<file path="src/rtl/nearest_point_table_assert.svh">
// Assertion macros for the nearest point table controller.
`ifndef NEAREST_POINT_TABLE_ASSERT_SVH
`define NEAREST_POINT_TABLE_ASSERT_SVH
`ifndef SYNTHESIS
`define NPT_ASSERT_IMP(label, clk, rst, ante, cons) \
   label: assert property (@(posedge clk) disable iff (rst) (ante) |-> (cons)) \
      else $error("nearest_point_table: same-cycle check failed");
`define NPT_ASSERT_NEXT(label, clk, rst, ante, cons) \
   label: assert property (@(posedge clk) disable iff (rst) (ante) |=> (cons)) \
      else $error("nearest_point_table: next-cycle check failed");
`else
`define NPT_ASSERT_IMP(label, clk, rst, ante, cons)
`define NPT_ASSERT_NEXT(label, clk, rst, ante, cons)
`endif
`endif

</file>
<file path="src/rtl/npt_pkg.sv">
// Types and constants of the nearest point table.
package npt_pkg;

   localparam int SLOT_BITS   = 6;
   localparam int COORD_BITS  = 16;
   localparam int SQ_BITS     = 33;
   localparam int COUNT_BITS  = 7;
   localparam int STATUS_BITS = 2;
   localparam int MODE_BITS   = 2;

   localparam logic [MODE_BITS-1:0] MODE_ADD    = 2'd0;
   localparam logic [MODE_BITS-1:0] MODE_MOVE   = 2'd1;
   localparam logic [MODE_BITS-1:0] MODE_REMOVE = 2'd2;
   localparam logic [MODE_BITS-1:0] MODE_QUERY  = 2'd3;

   localparam logic [STATUS_BITS-1:0] ST_OK    = 2'd0;
   localparam logic [STATUS_BITS-1:0] ST_FULL  = 2'd1;
   localparam logic [STATUS_BITS-1:0] ST_RANGE = 2'd2;
   localparam logic [STATUS_BITS-1:0] ST_EMPTY = 2'd3;

   localparam logic [SQ_BITS-1:0] SQ_MAX = 33'd8589672450;

   typedef struct packed {
      logic load;
      logic add_wr;
      logic move_rd;
      logic move_wr;
      logic rem_start;
      logic q_start;
      logic scan_rd;
      logic shift_wr;
      logic count_dec;
      logic diff_en;
      logic sq_en;
      logic best_en;
      logic finish;
   } cmd_type;

   typedef struct packed {
      logic [MODE_BITS-1:0] mode;
      logic                 full;
      logic                 slot_bad;
      logic                 empty;
      logic                 more;
   } stat_type;

endpackage

</file>
<file path="src/rtl/nearest_point_table.sv">
// Top level of the nearest point table: controller and datapath.
// An item is taken when start is high and busy is low; its single result appears one cycle
// on the rsp_ ports with rsp_valid high and must be taken then, as the receiver cannot stall.
// Add writes in the decode state and move reads its slot there and writes it in S_MOVE_WR;
// remove and query walk the point memory through its single read port, one entry per cycle,
// remove shifting each later entry down one slot and query passing each entry through the read,
// difference, square and compare stages of the distance pipeline. busy falls in the cycle the
// result is shown, so the next item can enter then.
module nearest_point_table import npt_pkg::*; #(
   parameter int MAX_POINTS = 64
) (
   input  logic                          clock,
   input  logic                          reset,
   input  logic                          start,
   output logic                          busy,
   input  logic [MODE_BITS-1:0]          req_mode,
   input  logic [SLOT_BITS-1:0]          req_slot,
   input  logic signed [COORD_BITS-1:0]  req_coord_x,
   input  logic signed [COORD_BITS-1:0]  req_coord_y,
   output logic                          rsp_valid,
   output logic [STATUS_BITS-1:0]        rsp_status,
   output logic [SLOT_BITS-1:0]          rsp_result_index,
   output logic [SQ_BITS-1:0]            rsp_sq_distance,
   output logic [COUNT_BITS-1:0]         rsp_point_count
);

   cmd_type  cmd;
   stat_type stat;

   npt_controller u_ctrl (
      .clock     (clock),
      .reset     (reset),
      .start     (start),
      .busy      (busy),
      .stat      (stat),
      .cmd       (cmd),
      .rsp_valid (rsp_valid)
   );

   npt_datapath #(
      .MAX_POINTS (MAX_POINTS)
   ) u_dp (
      .clock            (clock),
      .reset            (reset),
      .cmd              (cmd),
      .stat             (stat),
      .req_mode         (req_mode),
      .req_slot         (req_slot),
      .req_coord_x      (req_coord_x),
      .req_coord_y      (req_coord_y),
      .rsp_status       (rsp_status),
      .rsp_result_index (rsp_result_index),
      .rsp_sq_distance  (rsp_sq_distance),
      .rsp_point_count  (rsp_point_count)
   );

endmodule

</file>
<file path="src/rtl/npt_datapath.sv">
// Datapath of the nearest point table: point memory, count, distance pipeline, results.
module npt_datapath import npt_pkg::*; #(
   parameter int MAX_POINTS = 64
) (
   input  logic                          clock,
   input  logic                          reset,
   input  cmd_type                       cmd,
   output stat_type                      stat,
   input  logic [MODE_BITS-1:0]          req_mode,
   input  logic [SLOT_BITS-1:0]          req_slot,
   input  logic signed [COORD_BITS-1:0]  req_coord_x,
   input  logic signed [COORD_BITS-1:0]  req_coord_y,
   output logic [STATUS_BITS-1:0]        rsp_status,
   output logic [SLOT_BITS-1:0]          rsp_result_index,
   output logic [SQ_BITS-1:0]            rsp_sq_distance,
   output logic [COUNT_BITS-1:0]         rsp_point_count
);

   localparam int AW = $clog2(MAX_POINTS);
   localparam int CW = $clog2(MAX_POINTS + 1);
   localparam int SW = (CW > SLOT_BITS) ? CW : SLOT_BITS;
   localparam int RW = (AW > SLOT_BITS) ? AW : SLOT_BITS;
   localparam int PW = (CW > COUNT_BITS) ? CW : COUNT_BITS;
   localparam int EW = 2 * COORD_BITS;

   function automatic logic [COORD_BITS-1:0] sat_add(input logic [COORD_BITS-1:0] a,
                                                     input logic [COORD_BITS-1:0] b);
      logic [COORD_BITS:0] s;
      s = {a[COORD_BITS-1], a} + {b[COORD_BITS-1], b};
      if (s[COORD_BITS] != s[COORD_BITS-1]) begin
         return s[COORD_BITS] ? {1'b1, {(COORD_BITS-1){1'b0}}}
                              : {1'b0, {(COORD_BITS-1){1'b1}}};
      end
      return s[COORD_BITS-1:0];
   endfunction

   logic [MODE_BITS-1:0]   mode_ff;
   logic [SLOT_BITS-1:0]   slot_ff;
   logic [COORD_BITS-1:0]  cx_ff;
   logic [COORD_BITS-1:0]  cy_ff;

   logic [CW-1:0]          count_ff;
   logic [CW-1:0]          count_in;

   logic [EW-1:0]          mem_ff [MAX_POINTS];
   logic [EW-1:0]          rdata_ff;
   logic                   we;
   logic [AW-1:0]          wa;
   logic [EW-1:0]          wd;
   logic                   re;
   logic [AW-1:0]          ra;

   logic [CW-1:0]          idx_ff;
   logic [AW-1:0]          waddr_ff;
   logic [AW-1:0]          ridx_ff;
   logic [AW-1:0]          didx_ff;
   logic [AW-1:0]          sidx_ff;

   logic signed [COORD_BITS:0] dx_ff;
   logic signed [COORD_BITS:0] dy_ff;
   logic [EW-1:0]          sqx_ff;
   logic [EW-1:0]          sqy_ff;
   logic [SQ_BITS-1:0]     best_ff;
   logic [AW-1:0]          bidx_ff;
   logic                   found_ff;

   logic [COORD_BITS-1:0]  px_rd;
   logic [COORD_BITS-1:0]  py_rd;
   logic [COORD_BITS:0]    ax_full;
   logic [COORD_BITS:0]    ay_full;
   logic [COORD_BITS-1:0]  ax;
   logic [COORD_BITS-1:0]  ay;
   logic [SQ_BITS-1:0]     sum;

   logic                   full;
   logic [SW-1:0]          slot_ext;
   logic [SW-1:0]          count_ext;

   logic [STATUS_BITS-1:0] status_in;
   logic [RW-1:0]          index_wide;
   logic [SQ_BITS-1:0]     dist_in;
   logic [PW-1:0]          count_wide;

   logic [STATUS_BITS-1:0] status_ff;
   logic [SLOT_BITS-1:0]   index_ff;
   logic [SQ_BITS-1:0]     dist_ff;
   logic [COUNT_BITS-1:0]  pcount_ff;

   assign slot_ext  = SW'(slot_ff);
   assign count_ext = SW'(count_ff);
   assign full      = (count_ff == CW'(MAX_POINTS));

   assign stat.mode     = mode_ff;
   assign stat.full     = full;
   assign stat.slot_bad = (slot_ext >= count_ext);
   assign stat.empty    = (count_ff == '0);
   assign stat.more     = (idx_ff < count_ff);

   assign px_rd = rdata_ff[EW-1:COORD_BITS];
   assign py_rd = rdata_ff[COORD_BITS-1:0];

   always_comb begin
      count_in = count_ff;
      if (cmd.add_wr && !full) begin
         count_in = count_ff + CW'(1);
      end else if (cmd.count_dec) begin
         count_in = count_ff - CW'(1);
      end
   end

   always_comb begin
      we = 1'b0;
      wa = waddr_ff;
      wd = rdata_ff;
      if (cmd.add_wr && !full) begin
         we = 1'b1;
         wa = count_ff[AW-1:0];
         wd = {cx_ff, cy_ff};
      end else if (cmd.move_wr) begin
         we = 1'b1;
         wa = AW'(slot_ff);
         wd = {sat_add(px_rd, cx_ff), sat_add(py_rd, cy_ff)};
      end else if (cmd.shift_wr) begin
         we = 1'b1;
      end
   end

   assign re = cmd.move_rd | cmd.scan_rd;
   assign ra = cmd.move_rd ? AW'(slot_ff) : idx_ff[AW-1:0];

   always_ff @(posedge clock) begin
      if (we) begin
         mem_ff[wa] <= wd;
      end
      if (re) begin
         rdata_ff <= mem_ff[ra];
      end
   end

   assign ax_full = dx_ff[COORD_BITS] ? (~dx_ff + 1'b1) : dx_ff;
   assign ay_full = dy_ff[COORD_BITS] ? (~dy_ff + 1'b1) : dy_ff;
   assign ax      = ax_full[COORD_BITS-1:0];
   assign ay      = ay_full[COORD_BITS-1:0];
   assign sum     = SQ_BITS'(sqx_ff) + SQ_BITS'(sqy_ff);

   always_ff @(posedge clock) begin
      if (reset) begin
         count_ff <= '0;
         found_ff <= 1'b0;
         idx_ff   <= '0;
      end else begin
         count_ff <= count_in;
         if (cmd.rem_start) begin
            idx_ff <= CW'(slot_ff) + CW'(1);
         end else if (cmd.q_start) begin
            idx_ff <= '0;
         end else if (cmd.scan_rd) begin
            idx_ff <= idx_ff + CW'(1);
         end
         if (cmd.q_start) begin
            found_ff <= 1'b0;
         end else if (cmd.best_en) begin
            found_ff <= 1'b1;
         end
      end
   end

   always_ff @(posedge clock) begin
      if (cmd.load) begin
         mode_ff <= req_mode;
         slot_ff <= req_slot;
         cx_ff   <= req_coord_x;
         cy_ff   <= req_coord_y;
      end
      if (cmd.rem_start) begin
         waddr_ff <= AW'(slot_ff);
      end else if (cmd.shift_wr) begin
         waddr_ff <= waddr_ff + AW'(1);
      end
      if (cmd.scan_rd) begin
         ridx_ff <= idx_ff[AW-1:0];
      end
      if (cmd.diff_en) begin
         dx_ff   <= $signed({px_rd[COORD_BITS-1], px_rd}) - $signed({cx_ff[COORD_BITS-1], cx_ff});
         dy_ff   <= $signed({py_rd[COORD_BITS-1], py_rd}) - $signed({cy_ff[COORD_BITS-1], cy_ff});
         didx_ff <= ridx_ff;
      end
      if (cmd.sq_en) begin
         sqx_ff  <= ax * ax;
         sqy_ff  <= ay * ay;
         sidx_ff <= didx_ff;
      end
      if (cmd.best_en && (!found_ff || (sum < best_ff))) begin
         best_ff <= sum;
         bidx_ff <= sidx_ff;
      end
   end

   always_comb begin
      status_in  = ST_OK;
      index_wide = '0;
      dist_in    = '0;
      case (mode_ff)
         MODE_ADD: begin
            if (full) begin
               status_in = ST_FULL;
            end else begin
               index_wide = RW'(count_ff[AW-1:0]);
            end
         end
         MODE_MOVE, MODE_REMOVE: begin
            if (stat.slot_bad) begin
               status_in = ST_RANGE;
            end
         end
         MODE_QUERY: begin
            if (stat.empty) begin
               status_in = ST_EMPTY;
               dist_in   = SQ_MAX;
            end else begin
               index_wide = RW'(bidx_ff);
               dist_in    = best_ff;
            end
         end
         default: begin
            status_in = ST_OK;
         end
      endcase
   end

   assign count_wide = PW'(count_in);

   always_ff @(posedge clock) begin
      if (cmd.finish) begin
         status_ff <= status_in;
         index_ff  <= index_wide[SLOT_BITS-1:0];
         dist_ff   <= dist_in;
         pcount_ff <= count_wide[COUNT_BITS-1:0];
      end
   end

   assign rsp_status       = status_ff;
   assign rsp_result_index = index_ff;
   assign rsp_sq_distance  = dist_ff;
   assign rsp_point_count  = pcount_ff;

endmodule

</file>
<file path="src/rtl/npt_controller.sv">
// Controller of the nearest point table: sequences one item through the datapath.
`include "nearest_point_table_assert.svh"
module npt_controller import npt_pkg::*; (
   input  logic     clock,
   input  logic     reset,
   input  logic     start,
   output logic     busy,
   input  stat_type stat,
   output cmd_type  cmd,
   output logic     rsp_valid
);

   localparam logic [2:0] S_IDLE    = 3'd0;
   localparam logic [2:0] S_DECODE  = 3'd1;
   localparam logic [2:0] S_MOVE_WR = 3'd2;
   localparam logic [2:0] S_REMOVE  = 3'd3;
   localparam logic [2:0] S_QUERY   = 3'd4;

   logic [2:0] state_ff;
   logic [2:0] state_in;
   logic       v1_ff;
   logic       v2_ff;
   logic       v3_ff;
   logic       rsp_valid_ff;

   always_comb begin
      cmd      = '0;
      state_in = state_ff;
      case (state_ff)
         S_IDLE: begin
            cmd.load = start;
            if (start) begin
               state_in = S_DECODE;
            end
         end
         S_DECODE: begin
            case (stat.mode)
               MODE_ADD: begin
                  cmd.add_wr = 1'b1;
                  cmd.finish = 1'b1;
                  state_in   = S_IDLE;
               end
               MODE_MOVE: begin
                  if (stat.slot_bad) begin
                     cmd.finish = 1'b1;
                     state_in   = S_IDLE;
                  end else begin
                     cmd.move_rd = 1'b1;
                     state_in    = S_MOVE_WR;
                  end
               end
               MODE_REMOVE: begin
                  if (stat.slot_bad) begin
                     cmd.finish = 1'b1;
                     state_in   = S_IDLE;
                  end else begin
                     cmd.rem_start = 1'b1;
                     state_in      = S_REMOVE;
                  end
               end
               MODE_QUERY: begin
                  if (stat.empty) begin
                     cmd.finish = 1'b1;
                     state_in   = S_IDLE;
                  end else begin
                     cmd.q_start = 1'b1;
                     state_in    = S_QUERY;
                  end
               end
               default: begin
                  cmd.finish = 1'b1;
                  state_in   = S_IDLE;
               end
            endcase
         end
         S_MOVE_WR: begin
            cmd.move_wr = 1'b1;
            cmd.finish  = 1'b1;
            state_in    = S_IDLE;
         end
         S_REMOVE: begin
            cmd.scan_rd  = stat.more;
            cmd.shift_wr = v1_ff;
            if (!stat.more && !v1_ff) begin
               cmd.count_dec = 1'b1;
               cmd.finish    = 1'b1;
               state_in      = S_IDLE;
            end
         end
         S_QUERY: begin
            cmd.scan_rd = stat.more;
            cmd.diff_en = v1_ff;
            cmd.sq_en   = v2_ff;
            cmd.best_en = v3_ff;
            if (!stat.more && !v1_ff && !v2_ff && !v3_ff) begin
               cmd.finish = 1'b1;
               state_in   = S_IDLE;
            end
         end
         default: begin
            state_in = S_IDLE;
         end
      endcase
   end

   always_ff @(posedge clock) begin
      if (reset) begin
         state_ff     <= S_IDLE;
         v1_ff        <= 1'b0;
         v2_ff        <= 1'b0;
         v3_ff        <= 1'b0;
         rsp_valid_ff <= 1'b0;
      end else begin
         state_ff     <= state_in;
         v1_ff        <= cmd.scan_rd;
         v2_ff        <= v1_ff && (state_ff == S_QUERY);
         v3_ff        <= v2_ff;
         rsp_valid_ff <= cmd.finish;
      end
   end

   assign busy      = (state_ff != S_IDLE);
   assign rsp_valid = rsp_valid_ff;

   `NPT_ASSERT_IMP(a_rsp_at_idle, clock, reset, rsp_valid_ff, state_ff == S_IDLE)
   `NPT_ASSERT_NEXT(a_accept_decode, clock, reset, start && (state_ff == S_IDLE), state_ff == S_DECODE)
   `NPT_ASSERT_NEXT(a_single_strobe, clock, reset, rsp_valid_ff, !rsp_valid_ff)
   `NPT_ASSERT_IMP(a_query_pipe, clock, reset, cmd.best_en, $past(cmd.sq_en))

endmodule
</file>
<file path="config.mk">
export PLATFORM = sky130hd
export DESIGN_NAME = nearest_point_table
export DESIGN_NICKNAME = d
export VERILOG_FILES = /design/src/rtl/npt_pkg.sv /design/src/rtl/nearest_point_table.sv /design/src/rtl/npt_datapath.sv /design/src/rtl/npt_controller.sv
export VERILOG_INCLUDE_DIRS = /design/src /design/src/rtl
export SDC_FILE = /design/constraint.sdc
export NUM_CORES = 2
export LEC_CHECK = 0
export BUFFER_PORTS_ARGS = -buffer_cell sky130_fd_sc_hd__buf_2
export CORE_AREA = 8 8 569 571
export CTS_BUF_LIST = sky130_fd_sc_hd__clkbuf_8
export CTS_CLUSTER_DIAMETER = 30
export DETAILED_ROUTE_END_ITERATION = 12
export DIE_AREA = 0 0 577 579
export PLACE_DENSITY = 0.56
export SYNTH_ARGS = -nofsm -noshare
export SYNTH_HDL_FRONTEND = slang
export SYNTH_SLANG_ARGS = --single-unit
</file>
<file path="constraint.sdc">
create_clock -name clock -period 8.17 [get_ports clock]
set_input_delay 0.817 -clock clock [delete_from_list [all_inputs] [get_ports clock]]
set_output_delay 0.817 -clock clock [all_outputs]
set_load 0.02 [all_outputs]
</file>
-- Yosys cells after proc, flatten, opt, wreduce, memory -nomap -nowiden
Memory sizes are Yosys's and may differ from the RTL's. A register that Yosys moved wholly into a read port is not among the register bits.
Cells that the tools add are included.
- memories: 1
- input bits: 43
- logic and storage cells: 152
- memory bits (writable): 2048
- flip-flop bits (word level): 271
- memory list (name ; words ; width ; rd ports ; clocked after Yosys merged registers in ; write ports ; RTL line ; text):
    u_dp.mem_ff ; 64 ; 32 ; 1 ; 1 ; 1 ; npt_datapath.sv:45 ; logic [EW-1:0] mem_ff [MAX_POINTS];
- muxes and demuxes: 66
- equality and inequality tests: 13
- multiply operators: 2
- $add $sub $neg: 12
- $lt $le $gt $ge: 3
- bitwise gates (word level): 4
- reduce and logical (&&, ||, !) cells: 24
- operators by type and width (kind ; count):
    2-to-1 mux 16 bit ; 8
    multiplier 16 x 16 -> 32 bit ; 2
    2-to-1 mux 32 bit ; 2
    2-to-1 mux 6 bit ; 7
    2-to-1 mux 7 bit ; 5
    adder 16 x 16 -> 17 bit ; 2
    subtractor 16 x 16 -> 17 bit ; 2
    adder 32 x 32 -> 33 bit ; 1
    less-than comparator 33 bit ; 1
    2-to-1 mux 33 bit ; 1
    adder 16 x 1 -> 16 bit (second input constant) ; 2
    inverter 16 bit ; 2
    2-to-1 mux 1 bit ; 25
    one-hot mux 3 bit (4 select lines) ; 2
    2-to-1 mux 3 bit ; 5
    adder 7 x 1 -> 7 bit (second input constant) ; 2
    2-to-1 mux 2 bit ; 7
    one-hot mux 6 bit (2 select lines) ; 1
    OR reduction 2 bit ; 4
    adder 6 x 1 -> 7 bit (second input constant) ; 1
    == test 7 bit (second input constant) ; 1
    greater-or-equal comparator 6 x 7 -> 1 bit ; 1
    zero test 7 bit ; 1
    less-than comparator 7 bit ; 1
    23 further kinds ; 38

-- Longest topological paths before layout
- word-level depth: 10
- mapped depth: 33

-- By module
From an unflattened synthesis, not the netlist that was laid out.
- cells, all modules: 6768
- area total of the unflattened synthesis: 109530.0 um^2
- modules (own cells, without submodules) (module ; area an instance (um^2) ; cells an instance ; instances):
    npt_datapath ; 109003.3 ; 6706 ; 1
    npt_controller ; 526.8 ; 62 ; 1

-- Worst setup path before layout
No wires, ideal clock.
- path type: reg2reg
- start point: reg u_dp.dy_ff[0]
- end point: reg u_dp.sqy_ff[31] (data pin)
- stages on the path, launching flop included: 32
- period minus slack after synthesis: 8.245 ns
- data arrival time: 7.985 ns
- path slack: -0.075 ns
- buffers on the path: 1
- cell sequence: edfxtp_1 clkinv_1 clkbuf_1 ha_1 nand2_1 or3_1 or4_1 nor4_1 nor2_1 xnor2_1 clkinv_1 nand2_1 fa_1 fa_1 inv_1 fa_1 fa_1 fa_1 inv_1 fa_1 inv_1 ha_1 o21a_1 nor2_1 a21o_1 o31a_1 a21oi_1 o311ai_0 a31oi_1 a21o_1 a21oi_1 xnor2_1
- longest elaborated chain between the ends: 4
- ends and longest elaborated chain (what ; RTL line ; text):
    start: declaration ; npt_datapath.sv:60 ; logic signed [COORD_BITS:0] dy_ff;
    start signal: assignment ; npt_datapath.sv:185 ; dy_ff <= $signed({py_rd[COORD_BITS-1], py_rd}) - $signed({cy_ff[COORD_BITS-1], cy_ff});
    inverter 16 bit ; npt_datapath.sv:141 ; assign ay_full = dy_ff[COORD_BITS] ? (~dy_ff + 1'b1) : dy_ff;
    adder 16 x 1 -> 16 bit ; npt_datapath.sv:141 ;
    2-to-1 mux 16 bit (*) ; npt_datapath.sv:141 ;
    multiplier 16 x 16 -> 32 bit (*) ; npt_datapath.sv:190 ; sqy_ff <= ay * ay;
    end signal: assignment ; npt_datapath.sv:190 ;
    end: declaration ; npt_datapath.sv:62 ; logic [EW-1:0] sqy_ff;
Mark *: on every way between the ends. The rest lies on a longest branch, timed or not.
A chain may end at the register's enable or synchronous reset.

-- Final worst setup path
- start point: reg u_dp.dy_ff[16]
- end point: reg u_dp.sqy_ff[30] (data pin)
- longest elaborated chain between the ends: 2
- ends and longest elaborated chain (what ; RTL line):
    2-to-1 mux 16 bit ; npt_datapath.sv:141
    multiplier 16 x 16 -> 32 bit ; npt_datapath.sv:190
No other way between the ends.

==> metrics.md <==
| Metric | Value |
|---|---|
| Wirelength, routed | 339600 um |
| Parity-gate share of the synthesized area counting xor and xnor cells | 1.454% |
| Largest area contributor in the netlist | sky130_fd_sc_hd__edfxtp_1 |
| Post-synth EDFFs | 2327 |
| Area added between synthesis and finish | 15.43% |
| Power density normalized to cell area | 206.5 mW/mm^2 |
| Remaining antenna violation count after routing | 0 |
| Largest clock skew in the final design | 0.1268 ns |
| Synthesized-area fraction occupied by adder cells | 9.927% |
| Share of the synthesized area in compound gates (AO/OA/AOI/OAI) | 8.124% |
| Clock Pin Slew Worst Setup and Hold Paths | 0.06 ns |
| Kind of start point of the critical path | register |
| Accumulated negative setup slack | 0 ns |
| Fraction of post-synthesis cell area in the top cell type by area | 63.74% |
| Global placer's final weighted congestion | 0.8540 |
| H-tree levels | 5 |
| Lkg Pwr | 45.38 nW |
| CTS Buf Count | 434 |
| Tightest Pin Transition | 1.458 ns |
| Instance count along the most critical hold path | 1 |
| Predominant post-synthesis flop cell | sky130_fd_sc_hd__edfxtp_1 |
| Cell mode on critical path | sky130_fd_sc_hd__fa_1 |
| Post-Synth Simple-Gate Area | 6.681% |
| Worst Hold Endpoint | u_dp.cx_ff[8]$_DFFE_PP_ |
| Largest cells by area after synthesis | sky130_fd_sc_hd__edfxtp_1 64%, sky130_fd_sc_hd__fa_1 6.0%, sky130_fd_sc_hd__mux2i_1 4.8% |
| First-pass GRT wire length | 484600 um |
| Smallest setup slack after layout | 0.3578 ns |
| Max stage delay on crit path | 1.16 ns |
| Final worst path period share | 95.62% |
| Via-per-instance ratio | 5.359 |
| Number of buffers on the longest clock path | 4 |
| Fillcell total | 29040 |
| Die width | 577 um |
| Clock tree root buffer cell | sky130_fd_sc_hd__clkbuf_8 |
| IR Drop Worst-Case VDD | 0.1547 mV |
| Number of endpoints failing setup at the final stage | 0 |
| Outcome | finished, violations left |
| Hold/Removal Path Class | in2reg |
| Core area | 0.3139 sq mm |
| Average size of a mapped cell | 13.90 sq um |
| Failing checks | max-capacitance violations |
| Initial antenna violation count | 18 |
| RSZ-0062 raised after global routing | no |
| Hold path startpoint | req_coord_x[8] |
| Startpoint of the worst register-to-register path | u_dp.dy_ff[16]$_DFFE_PP_ |
| Total I/O pin count | 93 |
| Share of final-layout standard cells stronger than drive strength 1 | 14.28% |
| Average wire per cell in the routed design | 26.29 um |
| Multiplexer share of the synthesized area | 5.960% |
| Total grt overflow | 0 |
| First DRT Iteration DRCs | 7425 |
| Combinational family with the most area after synthesis | adder cells |
| Type of element capturing the critical path | register |
| Maximum fanout along the worst path | 14 |
| Relative slew margins | 1.518% |
| YS warnings | 0 |
| Fraction of registers with async set/reset | 0% |
| Starting density of the core | 34.92% |
| Critical register-to-register path endpoint | u_dp.sqy_ff[30]$_DFFE_PP_ |
| DIE HEIGHT | 579 um |
| Mapped Area | 0.1096 sq mm |
| Kind of cell adding the most delay to the critical path | adder cells |
| Multi-input gate area in the final layout | 0.03660 sq mm |
| Total DRC errors in the routed layout | 0 |
| Synthesized netlist net count | 8605 |
| Setup slack on the worst flop-to-flop path | 0.36 ns |
| Part of the Yosys area used for sequential elements | 64.14% |
| Vias in the first global route | 69010 |
| # nets final | 9112 |
| Number of cell instances on the worst register-to-register path | 23 |
| Max-slew violation count | 0 |
| Number of iterations in the first detailed-routing pass | 6 |
| Hold violation total from the final report | 0 |
| Via count | 69220 |
| Endpoint arrival time on the critical path | 8.53 ns |
| Global router's overall resource usage | 19.67% |
| Classification of the worst setup path | reg2reg |
| Number of register bits inferred by synthesis | 2349 |
| Buf+Inv Stages, Crit Path | 4 |
| Cell with the biggest individual delay on the critical path | sky130_fd_sc_hd__xnor2_1 |
| Sequential cell area in the final layout | 0.07032 sq mm |
| TritonCTS clock tree | built |
| Input/output buffers | 92 |
| Synthesized instance count | 7889 |
| Clk_lat worst skew | 1.04 ns |
| Estimated wirelength of the detail-placed design | 213500 um |
| Highest clock rate | 0.1280 GHz |
| Pin count of the biggest net entering global routing | 83 |
| Clock sink count | 2349 |
| Cell Rows | 206 |
| Maximum capacitance violations | 1 |
| Die area | 0.3341 sq mm |
| Data required time at the worst endpoint | 8.88 ns |
| Worst slack at placement | 0.1271 ns |
| Final worst path period need | 7.812 ns |
| Critical-path cell list | o21ai_0 > xnor2_1 > nand2_1 > fa_1 > fa_1 > inv_1 > fa_1 > fa_1 > fa_1 > inv_1 > fa_1 > inv_1 > ha_1 > nand2_1 > o21ai_0 > buf_4 > o211ai_1 > o311ai_2 > a31oi_4 > o211ai_1 > a31o_2 > a21oi_1 > xnor2_1 |
| Post-synth cell types | 87 |
| Tightest hold margin | 0.08837 ns |
==> sequential cells by signal, indices dropped and copies added, names as in the netlist, 2 cells and up <==
signal                 flops
u_dp.best_ff              33
u_dp.slot_ff               6
u_dp.cx_ff                16
u_dp.sidx_ff               6
u_dp.mode_ff               2
u_ctrl.state_ff            3
u_dp.waddr_ff              6
u_dp.idx_ff                7
u_dp.count_ext             7
u_dp.rdata_ff             32
u_dp.sqy_ff               31
u_dp.cy_ff                16
u_dp.rsp_point_count       7
u_dp.rsp_sq_distance      33
u_dp.bidx_ff               6
u_dp.rsp_status            2
u_dp.sqx_ff               31
u_dp.rsp_result_index      6
u_dp.dy_ff                17
u_dp.mem_ff             2048
u_dp.didx_ff               6
u_dp.ridx_ff               6
u_dp.dx_ff                17
==> through the flow <==
| step | cells | cell area (sq um) | utilization, % | total power, mW |
|---|---|---|---|---|
| final | 12920 | 126500 | 40.31 | 26.13 |
| after global routing | 12910 | 126500 | 40.30 | 26.92 |
| after CTS | 12900 | 126400 | 40.26 | 26.30 |
| after detailed placement | 12100 | 117500 | 37.42 | 15.01 |
| after global placement | 12100 | 117500 | 37.42 | 14.99 |
| after floorplan | 7889 | 109600 | - | 14.42 |
==> final cells by class <==
cell class,count,area share [%]
inverters,599,1.777
clock buffers,443,4.818
well taps,4160,4.113
repair buffers,426,2.665
clock inverters,341,2.103
flip-flops and latches,2349,55.57
multi-input cells,4586,28.93
diodes,13,0.02571
==> worst max-delay path by stage <==
stage,start,end,slack (ns),cells after the start
2_1_floorplan,u_dp.dy_ff[0]$_DFFE_PP_,u_dp.sqy_ff[31]$_DFFE_PP_,0.12,30
3_3_place_gp,u_dp.dy_ff[1]$_DFFE_PP_,u_dp.sqy_ff[31]$_DFFE_PP_,0.08,31
3_5_place_dp,u_dp.dy_ff[0]$_DFFE_PP_,u_dp.sqy_ff[31]$_DFFE_PP_,0.13,31
4_1_cts,u_dp.dx_ff[2]$_DFFE_PP_,u_dp.sqx_ff[28]$_DFFE_PP_,0.11,29
5_1_grt,u_dp.dy_ff[1]$_DFFE_PP_,u_dp.sqy_ff[31]$_DFFE_PP_,0.003,32
6_report,u_dp.dy_ff[16]$_DFFE_PP_,u_dp.sqy_ff[30]$_DFFE_PP_,0.36,23
==> cells by family (layout without fill, tap and decap cells) <==
family	Yosys count	in the layout
DFF	2349	2349
and+or+nand+nor	1692	1692
AOI/OAI and AO/OA	1454	1454
buffers and inverters	954	1809
adders and majority gates	673	673
muxes	585	585
xor gates and xnor gates	182	182
other	0	13
==> cells in the mapped netlist (26+ instances only) <==
cell,instances
sky130_fd_sc_hd__buf_4,54
sky130_fd_sc_hd__clkbuf_1,177
sky130_fd_sc_hd__and2_1,26
sky130_fd_sc_hd__inv_1,583
sky130_fd_sc_hd__nor4_1,98
sky130_fd_sc_hd__xnor2_1,131
sky130_fd_sc_hd__o21ai_0,219
sky130_fd_sc_hd__a21o_1,51
sky130_fd_sc_hd__xor2_1,51
sky130_fd_sc_hd__nor3_1,70
sky130_fd_sc_hd__edfxtp_1,2327
sky130_fd_sc_hd__a21oi_1,586
sky130_fd_sc_hd__nor2b_1,43
sky130_fd_sc_hd__buf_2,76
sky130_fd_sc_hd__nor2_1,344
sky130_fd_sc_hd__nand3_1,76
sky130_fd_sc_hd__nand2b_1,34
sky130_fd_sc_hd__ha_1,345
sky130_fd_sc_hd__a221oi_1,32
sky130_fd_sc_hd__mux2i_1,523
sky130_fd_sc_hd__o211ai_1,31
sky130_fd_sc_hd__mux4_2,53
sky130_fd_sc_hd__o41ai_1,35
sky130_fd_sc_hd__fa_1,328
sky130_fd_sc_hd__a211oi_1,33
sky130_fd_sc_hd__nand2_1,917
sky130_fd_sc_hd__o21a_1,37
sky130_fd_sc_hd__o22ai_1,215
==> power breakdown <==
part | internal, mW | switching [mW]
Combinational | 0.350 | 0.981
Sequential | 13.4 | 0.0479
Clock | 6.27 | 5.08
==> per-layer routing <==
layer  part of all wire [%]  GRT usage [%]  up-vias  routed length, um
met4                    3.3          6.233        6              11280
li1                       -              -    30190                  -
met5                  0.011              0        -                 38
met2                     46          31.63     3038             157000
met1                     42          27.26    35440             143600
met3                    8.2          3.325      545              27690
==> timing repair <==
| item | CTS | global route |
|---|---|---|
| hold endpoints to repair | 15 | 0 |
| resized for setup | 0 | 23 |
| buffers inserted | 0 | 3 |
| endpoints found under the setup margin | 0 | 17 |
| hold buffers | 15 | 0 |
==> layout by cell type (no fill, tap or decap), types with 31 or more instances in the layout <==
master and instances:
sky130_fd_sc_hd__o21a_1 37, sky130_fd_sc_hd__bufinv_16 37, sky130_fd_sc_hd__inv_1 677, sky130_fd_sc_hd__buf_2 92, sky130_fd_sc_hd__clkinv_1 98, sky130_fd_sc_hd__a21o_1 51
sky130_fd_sc_hd__nor2_4 65, sky130_fd_sc_hd__o21ai_0 203, sky130_fd_sc_hd__fa_1 328, sky130_fd_sc_hd__ha_1 345, sky130_fd_sc_hd__o22ai_1 215, sky130_fd_sc_hd__clkinv_2 64
sky130_fd_sc_hd__mux4_2 53, sky130_fd_sc_hd__nand2b_1 34, sky130_fd_sc_hd__xnor2_1 129, sky130_fd_sc_hd__a21oi_1 578, sky130_fd_sc_hd__o211ai_1 31, sky130_fd_sc_hd__edfxtp_1 2327
sky130_fd_sc_hd__mux2i_1 516, sky130_fd_sc_hd__xor2_1 50, sky130_fd_sc_hd__clkbuf_8 443, sky130_fd_sc_hd__nor3_1 70, sky130_fd_sc_hd__nor4_1 98, sky130_fd_sc_hd__nor2_1 276
sky130_fd_sc_hd__nor2b_1 42, sky130_fd_sc_hd__buf_4 289, sky130_fd_sc_hd__nand2_1 913, sky130_fd_sc_hd__nand3_1 76
No activity file was read; power rests on OpenSTA's default activity.
